==> config.mk <==
export PLATFORM = sky130hd
export DESIGN_NAME = mse_cell
export DESIGN_NICKNAME = d
export VERILOG_FILES = /design/src/rtl/core/mse_pkg.sv /design/src/rtl/core/mse_cell.sv
export SDC_FILE = /design/constraint.sdc
export NUM_CORES = 1
export LEC_CHECK = 0
export ABC_CLOCK_PERIOD_IN_PS = 6100
export BUFFER_PORTS_ARGS = -buffer_cell sky130_fd_sc_hd__buf_2
export CAP_MARGIN = 20
export CORE_MARGIN = 5
export CORE_UTILIZATION = 30
export DETAILED_ROUTE_END_ITERATION = 7
export SYNTH_ARGS = -nofsm -noshare
export SYNTH_HDL_FRONTEND = slang
export SYNTH_SLANG_ARGS = --single-unit
==> constraint.sdc <==
create_clock -name clk -period 6.1 [get_ports clk]
set_input_delay 1.22 -clock clk [delete_from_list [all_inputs] [get_ports clk]]
set_output_delay 1.22 -clock clk [all_outputs]
set_load 0.03 [all_outputs]
==> src/rtl/core/mse_pkg.sv <==
// Package for the merge sort engine: sizes, cell control and status types.
// No dependencies; every other file of the engine imports it.
`default_nettype none

package mse_pkg;

  // Number of values one set may hold, and the width of a held value.
  localparam int unsigned MAX_ITEMS  = 64;
  localparam int unsigned DATA_WIDTH = 32;

  // Width of the external value fields.
  localparam int unsigned WORD_WIDTH = 32;

  // Fill counter must be able to hold MAX_ITEMS itself.
  localparam int unsigned CNT_WIDTH = $clog2(MAX_ITEMS + 1);

  typedef logic [DATA_WIDTH-1:0] data_t;
  typedef logic [CNT_WIDTH-1:0]  cnt_t;

  // Command broadcast to every cell of the chain.
  typedef struct packed {
    logic  ins;    // insert din at its ordered place
    logic  shift;  // move every value one cell toward the head
    data_t din;    // value being inserted
  } mse_cell_ctl_t;

  // What a cell shows to its neighbors.
  typedef struct packed {
    logic  occ;    // cell holds a value
    logic  le;     // held value is less than or equal to din
    data_t val;    // held value
  } mse_cell_st_t;

endpackage

`default_nettype wire

==> src/rtl/core/mse_cell.sv <==
// One cell of the sorting chain: holds a value and an occupied bit.
// Depends on mse_pkg for the control and status structs.
`default_nettype none

module mse_cell
  import mse_pkg::*;
(
  input  wire logic          clk,
  input  wire logic          rst_n,
  input  wire mse_cell_ctl_t ctl,
  input  wire mse_cell_st_t  prev_st,  // neighbor toward the head
  input  wire mse_cell_st_t  next_st,  // neighbor toward the tail
  output mse_cell_st_t       st
);

  logic  occ_r, occ_nxt;
  data_t val_r, val_nxt;

  // Compare the held value against the broadcast value, as signed numbers.
  assign st.occ = occ_r;
  assign st.le  = occ_r && ($signed(val_r) <= $signed(ctl.din));
  assign st.val = val_r;

  // On insert, a cell that holds a value not above din keeps it. Otherwise it
  // takes din if its head neighbor stays put, or else takes that neighbor's
  // value. Equal values stay ahead of the new one, which keeps the sort stable.
  always_comb begin
    occ_nxt = occ_r;
    val_nxt = val_r;
    if (ctl.ins) begin
      if (!st.le) begin
        if (prev_st.le) begin
          occ_nxt = 1'b1;
          val_nxt = ctl.din;
        end else begin
          occ_nxt = prev_st.occ;
          val_nxt = prev_st.val;
        end
      end
    end else if (ctl.shift) begin
      occ_nxt = next_st.occ;
      val_nxt = next_st.val;
    end
  end

  always_ff @(posedge clk) begin
    if (!rst_n) begin
      occ_r <= 1'b0;
    end else begin
      occ_r <= occ_nxt;
    end
  end

  always_ff @(posedge clk) begin
    val_r <= val_nxt;
  end

endmodule

`default_nettype wire

==> impl_metrics.env, run 1 <==
export IMPL_vdd_ir_drop_worst_v=0.0000864
export IMPL_io_pins=138
export IMPL_layout_min_cycle_time_ps=4700
export IMPL_finClkSkew_ps=15.9
export IMPL_cts_root_buf="clkbuf_8"
export IMPL_clk_latency_ps=290
export IMPL_dp_cells=502
export IMPL_wl_per_cell_um=13.5
export IMPL_die_area_mm2=0.0104
export IMPL_rsz0062_at_grt="no"
export IMPL_cts_setup_buffers=0
export IMPL_p_sw_uw=236
export IMPL_slew_limit_headroom_pct=33.0
export IMPL_intPower_uw=453
export IMPL_hold_buffers=0
export IMPL_setup_viol_count_final=0
export IMPL_cts_buffers=5
export IMPL_finalSetupTns_ps=0
export IMPL_synth_top_cell_area_share_pct=38.0
export IMPL_fin_cells=510
export IMPL_grt_overflow=0
export IMPL_cp_max_fo=3
export IMPL_post_route_period_util_pct=77.1
export IMPL_gp_congestion=0.722
export IMPL_htree_levels=2
export IMPL_core_area_mm2=0.00822
export IMPL_drv_slew=0
export IMPL_cap_violations=0
export IMPL_syn_nets=407
export IMPL_yosysUniqueCellTypes=33
export IMPL_vias=2392
export IMPL_finish_utilization_pct=41.4
export IMPL_synth_cells=271
export IMPL_power_leakage_uw=0.00176
export IMPL_area_growth_pct=34.4
export IMPL_path_class="in -> out"
export IMPL_comb_power_share_pct=34.3
export IMPL_power_total_uw=689
export IMPL_antenna_found_initial=0
export IMPL_hold_class="reg -> reg"
export IMPL_status="finished clean"
export IMPL_yosys_area_top_type="edfxtp_1"
export IMPL_grt_pass1_vias=2384
export IMPL_yosys_warnings=0
export IMPL_post_route_drc_count=0
export IMPL_core_rowCount=33
export IMPL_cts_tree="built"
export IMPL_clock_path_buffers=2
export IMPL_grt_pass1_wl_um=10500
export IMPL_syn_avg_cell_area_um2=9.34
export IMPL_grt_start_max_net_pins=69
export IMPL_final_common_cell="buf_2"
export IMPL_worstPathRequired_ps=4880
export IMPL_layout_common_cells="136 x buf_2, 45 x a21oi_1, 35 x nor2_1"
export IMPL_fillers=833
export IMPL_power_frac_seq_pct=42.6
export IMPL_ys_seq_elements=33
export IMPL_critPathCaptureType="output port"
export IMPL_yosysSeqAreaShare_pct=38.8
export IMPL_clock_fmax_mhz=213
export IMPL_drt_pass1_iterations=4
export IMPL_clk_pin_slew_ps=70
export IMPL_wirelength_um=6880
export IMPL_start_util_pct=30.8
export IMPL_hold_viol=0
export IMPL_drive_above_1_share_pct=36.8
export IMPL_p_clk_share_pct=23.1
export IMPL_power_per_cell_area_mw_per_mm2=203
export IMPL_cts_sinks=33
export IMPL_die_h_um=102
export IMPL_drtAntennaViolNets=0
export IMPL_drtIter0Drc=43
export IMPL_cp_start_kind="input port"
export IMPL_cp_arrival_ps=3480
export IMPL_diodes=0
export IMPL_synth_area_mm2=0.00253
export IMPL_synth_area_leaders="edfxtp_1 38%, ha_1 16%, mux2i_1 13%, a21oi_1 8.9%, nor2_1 5.2%"
export IMPL_tightest_slew_ps=1010
export IMPL_grt_usage_pct=12.9
export IMPL_cts_resized=0
export IMPL_die_w_um=102
export IMPL_viasPerCell=4.69
export IMPL_p_sw_share_pct=34.2
export IMPL_hpwl_um=5660
export IMPL_fin_nets=540
export IMPL_portBuffers=136
[final cells by class]
cell class                 instances  area, um^2  share of cell area [%]
tap                              105         131                    3.86
timing repair buffer             138         696                    20.5
sequential                        33         981                    28.8
multi-input combinational        192        1380                    40.7
clock buffer                       7        76.3                    2.24
inverter                          34         128                    3.75
clock inverter                     1        5.00                   0.147
[path summary, 6_finish.rpt]
kind                  start         to  slack [ps]  depth (start not counted)
hold / removal        occ_r      occ_r         750                          3
setup / recovery     ctl[7]     st[32]        1400                         10
hold reg to reg       occ_r      occ_r         750                          3
setup reg to reg  val_r[17]  val_r[14]        2980                          8
[logic make-up after synthesis]
logic type                 count (synthesis)  share of synthesized area [%]
AOI/OAI and AO/OA                         60                           13.0
muxes                                     32                           12.7
buffers and inverters                     46                           7.07
adders and majority gates                 32                           15.8
DFF                                       33                           38.8
and+or+nand+nor                           68                           12.7
[cell usage after synthesis]
cell	number
nor4_2	1
ha_1	32
nor2b_1	1
nor2_1	35
o22ai_1	1
and4_1	1
dfxtp_1	1
buf_2	2
buf_4	1
nand2_1	12
nand4_1	5
a221oi_1	1
nand3_1	3
and3_1	1
edfxtp_1	32
a221o_1	1
a21o_1	2
or3b_2	1
clkbuf_1	7
inv_1	34
nor3_1	1
and2_0	1
nand4_2	1
buf_1	2
o21ba_2	1
nand2b_1	1
or3_1	2
nor4_1	2
o211a_1	1
mux2i_1	32
a311oi_1	1
a21oi_1	45
o21ai_0	7
[worst max-delay path, cell delays in order]
cell and delay [ps]:
buf_2 90, inv_1 40, ha_1 300, a21oi_1 150, o21ai_0 120, a221oi_1 390
nor3_1 110, nor4_1 640, or3_1 210, buf_2 210
[power by group through the flow]
stage / clock (uW) / sequential (uW) / combinational (uW)
4_1_cts: 170 / 294 / 241
3_5_place_dp: 0 / 299 / 240
6_report: 160 / 293 / 236
5_1_grt: 178 / 297 / 264
3_3_place_gp: 0 / 298 / 236
2_1_floorplan: 0 / 345 / 105
[state kept, by name, summed over array words and instances, names as in the netlist]
register and flops:
val_r 32, occ_r 1
[per-stage QoR]
step / cell area [um^2] / hold WS [ps] / setup slack (ps)
global route: 3400 / 784 / 1180
CTS: 3400 / 769 / 1360
detailed placement: 3320 / 757 / 1360
finish: 3400 / 755 / 1400
global placement: 3320 / 741 / 1460
floorplan: 2530 / 654 / 1400
[metal layers]
metal	global-route usage [%]	part of all wire (%)	vias up
li1	-	-	1238
met1	14.6	40	1062
met2	22.7	48	87
met3	5.46	11	5
met4	3.03	0.94	0
met5	0	0	-
(Power assumes the default switching activity.)
==> inputs of run 2 (changes only) <==
- ABC_CLOCK_PERIOD_IN_PS: 6100 -> 3800
- clock period: 6.1 -> 3.8 ns (I/O delays scaled with it)
==> run 2 against run 1 <==
Effect of this change: die area unchanged; highest routed layer unchanged; clock skew is 11 ps lower; final cell count rose by 0.59%; critical endpoint unchanged; largest power group unchanged; core utilization increased by 0.72 points; largest cell class unchanged.
==> impl_metrics.env, run 2 (same netlist as run 1, synthesis figures left out) <==
export IMPL_tightest_slew_ps=1010
export IMPL_cts_tree="built"
export IMPL_grt_overflow=0
export IMPL_die_area_mm2=0.0104
export IMPL_r2r_end="val_r[17]"
export IMPL_hold_path_end="occ_r"
export IMPL_power_per_cell_area_mw_per_mm2=325
export IMPL_htree_levels=2
export IMPL_layout_common_cells="135 x buf_2, 44 x a21oi_1, 35 x nor2_1"
export IMPL_largest_register_ffs=32
export IMPL_slew_limit_headroom_pct=32.9
export IMPL_grt_pass1_vias=2500
export IMPL_worstPathRequired_ps=3040
export IMPL_layout_min_cycle_time_ps=3610
export IMPL_hpwl_um=5770
export IMPL_r2r_start="val_r[17]"
export IMPL_gp_congestion=0.721
export IMPL_fillers=838
export IMPL_cts_root_buf="clkbuf_8"
export IMPL_crit_path_top_delay_cell="or3_1"
export IMPL_die_h_um=102
export IMPL_hold_buffers=0
export IMPL_hold_viol=0
export IMPL_intPower_uw=731
export IMPL_cts_buffers=5
export IMPL_path_cells="buf_2 > inv_1 > ha_1 > nand4_1 > nor4_4 > nand4_1 > buf_4 > a21oi_2 > nor4_2 > or3_1 > buf_4"
export IMPL_drive_above_1_share_pct=38.7
export IMPL_drtAntennaViolNets=0
export IMPL_final_common_cell="buf_2"
export IMPL_post_route_period_util_pct=95.0
export IMPL_wirelength_um=7040
export IMPL_clock_fmax_mhz=277
export IMPL_power_frac_seq_pct=41.9
export IMPL_fin_nets=543
export IMPL_comb_power_share_pct=34.6
export IMPL_finClkSkew_ps=4.56
export IMPL_io_pins=138
export IMPL_clk_latency_ps=280
export IMPL_cp_arrival_ps=2850
export IMPL_viasPerCell=4.69
export IMPL_diodes=0
export IMPL_wl_per_cell_um=13.7
export IMPL_min_from="occ_r"
export IMPL_drtIter0Drc=56
export IMPL_slowest_delay_ps=380
export IMPL_reg2regPathDepth=8
export IMPL_top_register="val_r"
export IMPL_status="finished clean"
export IMPL_cp_start_kind="input port"
export IMPL_post_route_drc_count=0
export IMPL_hold_depth=3
export IMPL_critPathCaptureType="output port"
export IMPL_core_rowCount=33
export IMPL_p_sw_uw=395
export IMPL_path_class="in -> out"
export IMPL_area_growth_pct=36.7
export IMPL_portBuffers=136
export IMPL_vias=2407
export IMPL_antenna_found_initial=0
export IMPL_hold_class="reg -> reg"
export IMPL_drt_pass1_iterations=4
export IMPL_vdd_ir_drop_worst_v=0.000141
export IMPL_reg2reg_slack_ps=1140
export IMPL_rsz0062_at_grt="no"
export IMPL_core_area_mm2=0.00822
export IMPL_drv_slew=0
export IMPL_finalSetupTns_ps=0
export IMPL_cts_sinks=33
export IMPL_setup_viol_count_final=0
export IMPL_power_leakage_uw=0.00178
export IMPL_cp_max_fo=3
export IMPL_grt_usage_pct=13.4
export IMPL_clk_pin_slew_ps=80
export IMPL_cap_violations=0
export IMPL_grt_pass1_wl_um=11100
export IMPL_top_regs="val_r x32, occ_r x1"
export IMPL_grt_start_max_net_pins=68
export IMPL_p_sw_share_pct=35.1
export IMPL_p_clk_share_pct=23.6
export IMPL_start_util_pct=30.8
export IMPL_clock_path_buffers=2
export IMPL_die_w_um=102
export IMPL_holdWs_ps=740
-- run 2: power groups by stage --
| stage | Sequential, uW | Combinational, uW | Clock [uW] |
|---|---|---|---|
| floorplan | 552 | 170 | 0 |
| global placement | 478 | 381 | 0 |
| detailed placement | 480 | 388 | 0 |
| CTS | 472 | 391 | 278 |
| global route | 477 | 435 | 295 |
| finish | 471 | 389 | 266 |
-- run 2: worst max-delay path by stage --
stage | end | start | slack, ps
floorplan | val_r[0] | ctl[17] | 320
global placement | st[32] | ctl[31] | 70
detailed placement | st[32] | ctl[31] | -60
CTS | st[32] | ctl[31] | 10
global route | st[32] | ctl[27] | 20
finish | st[32] | ctl[25] | 190
-- run 2: cell type report --
cell class / count / area (um^2) / share of cell area (%)
Clock buffer: 6 / 72.6 / 2.10
Tap cell: 105 / 131 / 3.80
Inverter: 34 / 128 / 3.69
Multi-Input combinational cell: 192 / 1420 / 40.9
Timing Repair Buffer: 141 / 721 / 20.8
Clock inverter: 2 / 10.0 / 0.289
Sequential cell: 33 / 981 / 28.4
-- run 2: per-layer routing --
| layer | part of all wire (%) | up-vias | wire length (um) | global-route usage (%) |
|---|---|---|---|---|
| met5 | 0 | - | 0 | 0 |
| met4 | 0.36 | 0 | 25 | 2.42 |
| met1 | 40 | 1075 | 2830 | 15.3 |
| li1 | - | 1241 | - | - |
| met2 | 49 | 87 | 3450 | 24.0 |
| met3 | 10 | 4 | 735 | 5.32 |
-- run 2: repair_timing --
action,in CTS,in global routing
pin swaps,1,2
resized for setup,1,7
endpoints found under the setup margin,1,1
buffers inserted,1,1
-- run 2: metrics by stage --
step	power (uW)	setup slack (ps)	area, um^2	instances	utilization (%)
final	1130	188	3460	513	42.1
after global routing	1210	16.3	3460	513	42.1
after CTS	1140	12.7	3430	512	41.7
after floorplan	722	324	2540	271	-
after global placement	858	68.3	3330	503	40.5
after detailed placement	868	-58.6	3330	503	40.5
-- run 2: critical path, delay by kind of cell --
family,cells,cell delay [ps]
AO/OA/AOI/OAI,1,110
adder cells (fa/ha/maj),1,290
buffers and inverters,4,510
AND/OR/NAND/NOR,5,1170
